$ cat config.mk
export PLATFORM = sky130hd
export DESIGN_NAME = entry_ring_with_offset_lookup
export DESIGN_NICKNAME = d
export VERILOG_FILES = /design/src/erl_pkg.sv /design/src/entry_ring_with_offset_lookup.sv /design/src/erl_ram.sv /design/src/erl_ctrl.sv
export SDC_FILE = /design/constraint.sdc
export NUM_CORES = 1
export LEC_CHECK = 0
export BUFFER_PORTS_ARGS = -buffer_cell sky130_fd_sc_hd__clkbuf_2
export CORE_AREA = 2 2 318 320
export CTS_BUF_LIST = sky130_fd_sc_hd__clkbuf_16
export DETAILED_ROUTE_END_ITERATION = 6
export DIE_AREA = 0 0 320 322
export PLACE_DENSITY_LB_ADDON = 0.25
export SETUP_SLACK_MARGIN = 0.15
export SYNTH_ARGS = -nofsm -noshare
export SYNTH_HDL_FRONTEND = slang
export SYNTH_SLANG_ARGS = --single-unit
$ cat constraint.sdc
create_clock -name clk -period 17.47 [get_ports clk]
set_input_delay 5.241 -clock clk [delete_from_list [all_inputs] [get_ports clk]]
set_output_delay 5.241 -clock clk [all_outputs]
set_load 0.005 [all_outputs]
$ cat src/erl_pkg.sv
// ----------------------------------------------------------------------------
// erl_pkg: shared types and codes for the entry ring
// Holds the stored entry layout, the result beat layout and request codes.
// ----------------------------------------------------------------------------
package erl_pkg;

    localparam int HANDLE_W = 32;
    localparam int LENGTH_W = 16;
    localparam int POS_W    = 20;

    // Request codes carried on req_type.
    localparam logic REQ_ADD  = 1'b0;
    localparam logic REQ_FIND = 1'b1;

    // One stored ring entry.
    typedef struct packed {
        logic [HANDLE_W-1:0] handle;
        logic [LENGTH_W-1:0] length;
    } entry_t;

    // One result beat.
    typedef struct packed {
        logic                hit;
        logic [HANDLE_W-1:0] hit_handle;
        logic [LENGTH_W-1:0] hit_length;
        logic [LENGTH_W-1:0] byte_within_entry;
        logic                evicted;
        logic [HANDLE_W-1:0] evicted_handle;
    } result_t;

    localparam result_t RESULT_ZERO = '0;

endpackage

$ cat src/entry_ring_with_offset_lookup.sv
// ----------------------------------------------------------------------------
// entry_ring_with_offset_lookup: overwriting entry ring with offset search
// Add: writes the slot and reads its old contents, passes S_ADD, then done; the
// next start is accepted on the done cycle. Find: one RAM read per cycle; a hit
// ends the walk, a miss checks all valid entries, an empty ring skips the walk.
// Busy stays high until done; the receiver takes each result beat as shown.
// Reset clears the ring indices and full flag; entry RAM contents are not reset.
// ----------------------------------------------------------------------------
module entry_ring_with_offset_lookup #(
    parameter int DEPTH = 16
) (
    input  logic                         clk,
    input  logic                         rst_n,
    input  logic                         start,
    output logic                         busy,
    input  logic                         req_type,
    input  logic [erl_pkg::HANDLE_W-1:0] new_handle,
    input  logic [erl_pkg::LENGTH_W-1:0] new_length,
    input  logic [erl_pkg::POS_W-1:0]    char_position,
    output logic                         done,
    output logic                         hit,
    output logic [erl_pkg::HANDLE_W-1:0] hit_handle,
    output logic [erl_pkg::LENGTH_W-1:0] hit_length,
    output logic [erl_pkg::LENGTH_W-1:0] byte_within_entry,
    output logic                         evicted,
    output logic [erl_pkg::HANDLE_W-1:0] evicted_handle
);
    import erl_pkg::*;

    localparam int IW = (DEPTH > 1) ? $clog2(DEPTH) : 1;

    logic          mem_we;
    logic [IW-1:0] mem_waddr;
    entry_t        mem_wdata;
    logic          mem_re;
    logic [IW-1:0] mem_raddr;
    entry_t        mem_rdata;
    result_t       result;

    // Sequencer.
    erl_ctrl #(.DEPTH(DEPTH)) u_ctrl (
        .clk           (clk),
        .rst_n         (rst_n),
        .start         (start),
        .busy          (busy),
        .req_type      (req_type),
        .new_handle    (new_handle),
        .new_length    (new_length),
        .char_position (char_position),
        .mem_we        (mem_we),
        .mem_waddr     (mem_waddr),
        .mem_wdata     (mem_wdata),
        .mem_re        (mem_re),
        .mem_raddr     (mem_raddr),
        .mem_rdata     (mem_rdata),
        .done          (done),
        .result        (result)
    );

    // Entry storage.
    erl_ram #(.DEPTH(DEPTH)) u_ram (
        .clk   (clk),
        .we    (mem_we),
        .waddr (mem_waddr),
        .wdata (mem_wdata),
        .re    (mem_re),
        .raddr (mem_raddr),
        .rdata (mem_rdata)
    );

    // Result beat fields.
    assign hit               = result.hit;
    assign hit_handle        = result.hit_handle;
    assign hit_length        = result.hit_length;
    assign byte_within_entry = result.byte_within_entry;
    assign evicted           = result.evicted;
    assign evicted_handle    = result.evicted_handle;

endmodule

$ cat src/erl_ram.sv
// ----------------------------------------------------------------------------
// erl_ram: entry storage
// Simple dual-port synchronous RAM, one write and one registered read port.
// A read and a write to the same address in one cycle return the old data.
// ----------------------------------------------------------------------------
module erl_ram #(
    parameter int DEPTH = 16,
    localparam int IW = (DEPTH > 1) ? $clog2(DEPTH) : 1
) (
    input  logic            clk,
    input  logic            we,
    input  logic [IW-1:0]   waddr,
    input  erl_pkg::entry_t wdata,
    input  logic            re,
    input  logic [IW-1:0]   raddr,
    output erl_pkg::entry_t rdata
);
    import erl_pkg::*;

    entry_t mem [DEPTH];
    entry_t rdata_reg;

    // Registered read, read-before-write on an address collision.
    always_ff @(posedge clk)
    begin
        if (re)
        begin
            rdata_reg <= mem[raddr];
        end
        if (we)
        begin
            mem[waddr] <= wdata;
        end
    end

    assign rdata = rdata_reg;

endmodule

$ cat src/erl_ctrl.sv
// ----------------------------------------------------------------------------
// erl_ctrl: ring sequencer
// Keeps the ring indices, performs adds with eviction and walks the stored
// entries for a find, one RAM read issued per cycle.
// ----------------------------------------------------------------------------
module erl_ctrl #(
    parameter int DEPTH = 16,
    localparam int IW = (DEPTH > 1) ? $clog2(DEPTH) : 1
) (
    input  logic                           clk,
    input  logic                           rst_n,
    input  logic                           start,
    output logic                           busy,
    input  logic                           req_type,
    input  logic [erl_pkg::HANDLE_W-1:0]   new_handle,
    input  logic [erl_pkg::LENGTH_W-1:0]   new_length,
    input  logic [erl_pkg::POS_W-1:0]      char_position,
    output logic                           mem_we,
    output logic [IW-1:0]                  mem_waddr,
    output erl_pkg::entry_t                mem_wdata,
    output logic                           mem_re,
    output logic [IW-1:0]                  mem_raddr,
    input  erl_pkg::entry_t                mem_rdata,
    output logic                           done,
    output erl_pkg::result_t               result
);
    import erl_pkg::*;

    localparam int CW   = $clog2(DEPTH + 1);
    localparam int TW   = LENGTH_W + CW;
    localparam int CMPW = (TW > POS_W) ? TW : POS_W;
    localparam logic [IW-1:0] LAST_IDX = IW'(DEPTH - 1);

    localparam logic [1:0] S_IDLE = 2'd0;
    localparam logic [1:0] S_ADD  = 2'd1;
    localparam logic [1:0] S_FIND = 2'd2;

    logic [1:0]       state_reg, state_next;
    logic [IW-1:0]    widx_reg, widx_next;
    logic [IW-1:0]    ridx_reg, ridx_next;
    logic             full_reg, full_next;
    logic             evict_reg, evict_next;
    logic [IW-1:0]    iss_idx_reg, iss_idx_next;
    logic [CW-1:0]    n_iss_reg, n_iss_next;
    logic [CW-1:0]    n_chk_reg, n_chk_next;
    logic [CW-1:0]    count_reg, count_next;
    logic [TW-1:0]    total_reg, total_next;
    logic [POS_W-1:0] pos_reg, pos_next;
    logic             dv_reg, dv_next;
    logic             done_reg, done_next;
    result_t          result_reg, result_next;

    logic             accept;
    logic             issue;
    logic [IW-1:0]    widx_inc;
    logic [CW-1:0]    valid_cnt;
    logic [TW-1:0]    sum;
    logic [CMPW-1:0]  pos_x;
    logic [CMPW-1:0]  offset_x;

    function automatic logic [IW-1:0] ring_inc(input logic [IW-1:0] i);
        ring_inc = (i == LAST_IDX) ? '0 : i + 1'b1;
    endfunction

    assign busy   = (state_reg != S_IDLE);
    assign accept = start && !busy;
    assign issue  = (state_reg == S_FIND) && (n_iss_reg != count_reg);

    // Number of valid entries at the time a find is accepted.
    assign widx_inc  = ring_inc(widx_reg);
    assign valid_cnt = full_reg ? CW'(DEPTH)
                     : (widx_reg >= ridx_reg) ? CW'(widx_reg) - CW'(ridx_reg)
                     : CW'(widx_reg) + CW'(DEPTH) - CW'(ridx_reg);

    // Running sum including the entry now returned by the RAM.
    assign sum      = total_reg + TW'(mem_rdata.length);
    assign pos_x    = CMPW'(pos_reg);
    assign offset_x = pos_x - CMPW'(total_reg);

    // RAM ports: adds write and read the slot at once, finds stream reads.
    assign mem_we    = accept && (req_type == REQ_ADD);
    assign mem_waddr = widx_reg;
    assign mem_wdata = '{handle: new_handle, length: new_length};
    assign mem_re    = (state_reg == S_IDLE) ? mem_we : issue;
    assign mem_raddr = (state_reg == S_IDLE) ? widx_reg : iss_idx_reg;

    // Sequencer next-state logic.
    always_comb
    begin
        state_next   = state_reg;
        widx_next    = widx_reg;
        ridx_next    = ridx_reg;
        full_next    = full_reg;
        evict_next   = evict_reg;
        iss_idx_next = iss_idx_reg;
        n_iss_next   = n_iss_reg;
        n_chk_next   = n_chk_reg;
        count_next   = count_reg;
        total_next   = total_reg;
        pos_next     = pos_reg;
        dv_next      = 1'b0;
        done_next    = 1'b0;
        result_next  = result_reg;

        unique case (state_reg)
            S_IDLE:
            begin
                if (accept && (req_type == REQ_ADD))
                begin
                    widx_next  = widx_inc;
                    ridx_next  = full_reg ? ring_inc(ridx_reg) : ridx_reg;
                    full_next  = full_reg || (widx_inc == ridx_next);
                    evict_next = full_reg;
                    state_next = S_ADD;
                end
                else if (accept)
                begin
                    pos_next     = char_position;
                    count_next   = valid_cnt;
                    iss_idx_next = ridx_reg;
                    n_iss_next   = '0;
                    n_chk_next   = '0;
                    total_next   = '0;
                    if (valid_cnt == '0)
                    begin
                        done_next   = 1'b1;
                        result_next = RESULT_ZERO;
                    end
                    else
                    begin
                        state_next = S_FIND;
                    end
                end
            end
            S_ADD:
            begin
                // Old slot contents arrive now; report them when evicting.
                done_next                  = 1'b1;
                result_next                = RESULT_ZERO;
                result_next.evicted        = evict_reg;
                result_next.evicted_handle = evict_reg ? mem_rdata.handle : '0;
                state_next                 = S_IDLE;
            end
            S_FIND:
            begin
                if (issue)
                begin
                    iss_idx_next = ring_inc(iss_idx_reg);
                    n_iss_next   = n_iss_reg + 1'b1;
                end
                dv_next = issue;
                if (dv_reg)
                begin
                    if (pos_x < CMPW'(sum))
                    begin
                        done_next                     = 1'b1;
                        result_next                   = RESULT_ZERO;
                        result_next.hit               = 1'b1;
                        result_next.hit_handle        = mem_rdata.handle;
                        result_next.hit_length        = mem_rdata.length;
                        result_next.byte_within_entry = offset_x[LENGTH_W-1:0];
                        dv_next                       = 1'b0;
                        state_next                    = S_IDLE;
                    end
                    else
                    begin
                        total_next = sum;
                        n_chk_next = n_chk_reg + 1'b1;
                        if (CW'(n_chk_reg + 1'b1) == count_reg)
                        begin
                            done_next   = 1'b1;
                            result_next = RESULT_ZERO;
                            dv_next     = 1'b0;
                            state_next  = S_IDLE;
                        end
                    end
                end
            end
            default:
            begin
                state_next = S_IDLE;
            end
        endcase
    end

    // Control registers.
    always_ff @(posedge clk or negedge rst_n)
    begin
        if (!rst_n)
        begin
            state_reg <= S_IDLE;
            widx_reg  <= '0;
            ridx_reg  <= '0;
            full_reg  <= 1'b0;
            dv_reg    <= 1'b0;
            done_reg  <= 1'b0;
        end
        else
        begin
            state_reg <= state_next;
            widx_reg  <= widx_next;
            ridx_reg  <= ridx_next;
            full_reg  <= full_next;
            dv_reg    <= dv_next;
            done_reg  <= done_next;
        end
    end

    // Walk bookkeeping and result payload.
    always_ff @(posedge clk)
    begin
        evict_reg   <= evict_next;
        iss_idx_reg <= iss_idx_next;
        n_iss_reg   <= n_iss_next;
        n_chk_reg   <= n_chk_next;
        count_reg   <= count_next;
        total_reg   <= total_next;
        pos_reg     <= pos_next;
        result_reg  <= result_next;
    end

    assign done   = done_reg;
    assign result = result_reg;

`ifndef ASSERT_OFF
    // A result beat is only presented once the sequencer is back to idle.
    a_done_idle: assert property (@(posedge clk) disable iff (!rst_n)
        done_reg |-> (state_reg == S_IDLE))
        else $error("result beat while sequencer busy");

    // A beat never reports both a find hit and an eviction.
    a_hit_xor_evict: assert property (@(posedge clk) disable iff (!rst_n)
        done_reg |-> !(result_reg.hit && result_reg.evicted))
        else $error("hit and evicted both set");

    // Once full the ring stays full and both indices move together.
    a_full_sticky: assert property (@(posedge clk) disable iff (!rst_n)
        full_reg |=> full_reg)
        else $error("ring full flag cleared");

    a_full_aligned: assert property (@(posedge clk) disable iff (!rst_n)
        full_reg |-> (widx_reg == ridx_reg))
        else $error("full ring with misaligned indices");

    // The walk never checks more entries than it has read, nor reads more than the valid count.
    a_walk_order: assert property (@(posedge clk) disable iff (!rst_n)
        (state_reg == S_FIND) |-> (n_chk_reg <= n_iss_reg) && (n_iss_reg <= count_reg))
        else $error("find walk counters out of order");
`endif

endmodule
==> impl_metrics.csv <==
group,metric,value,unit
status,run_status,"finished clean",
synthesis,synth_ff_type,"edfxtp_1",
hold_path,worstHoldEndpoint,"u_ctrl.result[25]",
power_and_ir_drop,clkPwrFrac,25.4,%
critical_path,crit_family,"simple AND/OR/NAND/NOR gates",
clock_network,cts-resized-gates,0,
detailed_routing,wire_per_inst,23.6,um
place,routabilityCongestion,0.790,
place,detailedPlace.worstSlack,9.26,ns
critical_path,critical_path.slowest_cell,"nor2_4",
place,place_hpwl,48.0,mm
critical_path,r2r_end,"u_ctrl.result[86]",
floorplan,start_util,39.8,%
clock_network,hold_buffers,0,
clock_network,cts_post_setup_buffers_inserted,0,
sta,skew,0.0483,ns
clock_network,numCtsBuffers,100,
clock_network,cts_max_level,3,
final_layout,nFillCells,8462,
global_routing,grt_max_degree,131,
sta,fin_setup_tns,0,ns
floorplan,pin_count,172,
synthesis,async_reset_ff_share,1.32,%
synthesis,yosys.area.top_type,"edfxtp_1",
final_layout,antennaDiodeCount,0,
detailed_routing,viasPerCell,5.38,
synthesis,yosysMostFrequentCell,"edfxtp_1",
sta,tightestPinTransition,1.16,ns
final_layout,postLayoutCoreUtil,45.5,%
synthesis,netlist.area_leader.share,73.9,%
hold_path,worstHoldPathCells,1,
final_layout,multi_input_area,9630,sq um
sta,setup_violations,0,
detailed_routing,wl_met3,4.40,mm
hold_path,hold_class,"flip-flop to flip-flop",
detailed_routing,vias,19739,
floorplan,fp.dieArea,103000,sq um
final_layout,drive_gt1_share,25.1,%
critical_path,slowest_delay,0.76,ns
sta,final.min_clock_period,7.52,ns
clock_network,clock_tree.root_cell,"clkbuf_16",
critical_path,reg2regPathDepth,19,
sta,whs,0.551,ns
critical_path,crit_chain,"clkbuf_2, inv_1, nor2_1, nand2_1, clkinv_1, nand2_1, nor2_4, buf_4",
floorplan,coreArea,99600,sq um
global_routing,grt_antenna_before_repair,7,
power_and_ir_drop,seq_power_share,38.4,%
floorplan,die_w,320,um
synthesis,syn_inst,2083,
hold_path,hp-start,"u_ram.rdata[41]",
critical_path,rr_startpoint,"u_ctrl.total_reg[0]",
detailed_routing,wl_met1,38.2,mm
final_layout,layout.nets,2436,
synthesis,synth_area_leaders,"edfxtp_1 (74%), mux4_2 (11%), ha_1 (2.1%)",
detailed_routing,drc,0,
critical_path,crit_type,"primary input to flip-flop",
power_and_ir_drop,ir_drop,0.000199,V
sta,relSlewSlack,21.3,%
power_and_ir_drop,internal_power,5470,uW
floorplan,rows,116,
place,portBuffers,171,
critical_path,cp.arrival,7.81,ns
power_and_ir_drop,leakage,0.0151,uW
synthesis,synth_edf_count,975,
detailed_routing,dr.pass1.iters,5,
detailed_routing,top_layer,"met5",
synthesis,ys_ff_latch,988,
sta,rsz0062_at_grt,"false",
sta,post-route-period-util,43.0,%
floorplan,die_y,322,um
global_routing,grt_pass1_vias,21082,
power_and_ir_drop,combPwrFrac,36.2,%
critical_path,cp_max_fo,29,
clock_network,clock_latency,0.69,ns
sta,max_freq,0.133,GHz
final_layout,ff_latch_area,29600,sq um
flow_run,maxCapViolCount,0,
global_routing,grt_pass1_wl,132,mm
detailed_routing,dr_wl_met2,42.3,mm
sta,final_hold_viol_count,0,
sta,setup_slack,9.95,ns
global_routing,track_usage,16.9,%
synthesis,syn_avg_cell_area,19.0,sq um
power_and_ir_drop,power_density,181,nW/um^2
synthesis,yosysUniqueCellTypes,67,
power_and_ir_drop,switching_power,2730,uW
detailed_routing,final_antenna_net_count,0,
global_routing,grt_overflow_total,0,
synthesis,synth_nets,2224,
final_layout,syn_to_final_growth,14.4,%
detailed_routing,routed_wl,86.7,mm
critical_path,cpMostUsedCell,"nand2_1",
critical_path,worstSetupEndpointType,"flip-flop",
detailed_routing,drtIter0Drc,1623,
sta,slew_violations,0,
clock_network,cts_max_path_buffers,3,
critical_path,start_kind,"primary input",
clock_network,clkSlewWorstSetupHoldPaths,0.06,ns
power_and_ir_drop,p_sw_share,33.3,%
clock_network,cts_sinks,988,
clock_network,cts_tree,"done",
synthesis,yosys_warnings,0,
critical_path,path_buf_inv,4,
critical_path,crit_required,17.76,ns
synthesis,ys_seq_area_share,74.8,%
final_layout,largest_reg_flops,768,
critical_path,r2r_slack,11.68,ns
synthesis,synth_common_cells,"edfxtp_1 (975), mux4_2 (192), nand2_1 (141)",
synthesis,syn_area,39600,sq um
## power by group through the flow
stage	registers [uW]	clock network (uW)	logic, uW
5_1_grt	3180	2220	3270
4_1_cts	3150	2130	3030
3_3_place_gp	3190	0	2970
6_report	3150	2080	2970
2_1_floorplan	3150	0	2180
3_5_place_dp	3200	0	3020
## area by class of cell
class,count,share of cell area [%]
Timing Repair Buffer,202,2.49
Multi-Input combinational cell,966,21.3
Clock inverter,78,1.51
Inverter,37,0.307
Sequential cell,988,65.3
Clock buffer,100,5.52
Tap cell,1298,3.58
## cells by family (layout without fill, tap and decap cells)
group	Yosys count	after routing	share of synthesized area [%]
flops	988	988	74.8
simple gates	423	423	5.46
buf+inv	129	417	1.38
fa+ha+maj	69	69	2.24
xor+xnor	54	54	1.19
mux	200	200	11.1
compound gates	220	220	3.82
## how the worst max path moves through the flow
stage                   startpoint                 to  cells past startpoint
2_1_floorplan             req_type   u_ctrl.result[0]                      3
3_3_place_gp                 start   u_ram.mem[11][1]                      8
3_5_place_dp                 start  u_ram.mem[11][26]                      8
4_1_cts        u_ctrl.state_reg[1]               busy                      4
5_1_grt                      start  u_ram.mem[11][14]                      8
6_report                     start  u_ram.mem[11][14]                      8
## per-stage QoR
| step | std cells | total power [uW] | cell area [sq um] |
|---|---|---|---|
| CTS | 3669 | 8310 | 45300 |
| global route | 3669 | 8670 | 45300 |
| global placement | 3491 | 6160 | 42100 |
| detailed placement | 3491 | 6210 | 42100 |
| finish | 3669 | 8200 | 45300 |
| floorplan | 2083 | 5320 | 39600 |
## worst reg2reg max path: cells and delay by family, from the launching register on
| kind | cells | cell delay, ns |
|---|---|---|
| AO/OA/AOI/OAI | 11 | 2.71 |
| XOR/XNOR | 1 | 0.26 |
| adder cells (fa/ha/maj) | 3 | 0.91 |
| buffers and inverters | 2 | 0.70 |
| flip-flops | 1 | 0.37 |
| AND/OR/NAND/NOR | 2 | 0.43 |
## layer usage
layer  track usage [%]  vias up
li1                  -     8733
met1              23.4    10372
met2              28.0      516
met3              2.96      112
met4              4.14        6
met5                 0        -
## layout by cell type, fill, tap and decap left out, drive strengths merged, types with 4 or more instances in the layout
cell	n
a211oi	53
a21o	15
a21oi	41
a31oi	54
and2	133
and3	4
buf	31
bufinv	10
clkbuf	271
clkinv	39
clkinvlp	5
dfrtp	13
edfxtp	975
ha	66
inv	61
mux2i	5
mux4	192
nand2	141
nand2b	11
nand3	16
nor2	77
nor2b	5
nor3	17
o21a	6
o21ai	21
xnor2	33
xor2	21
Power figures use the tool's default switching activity.
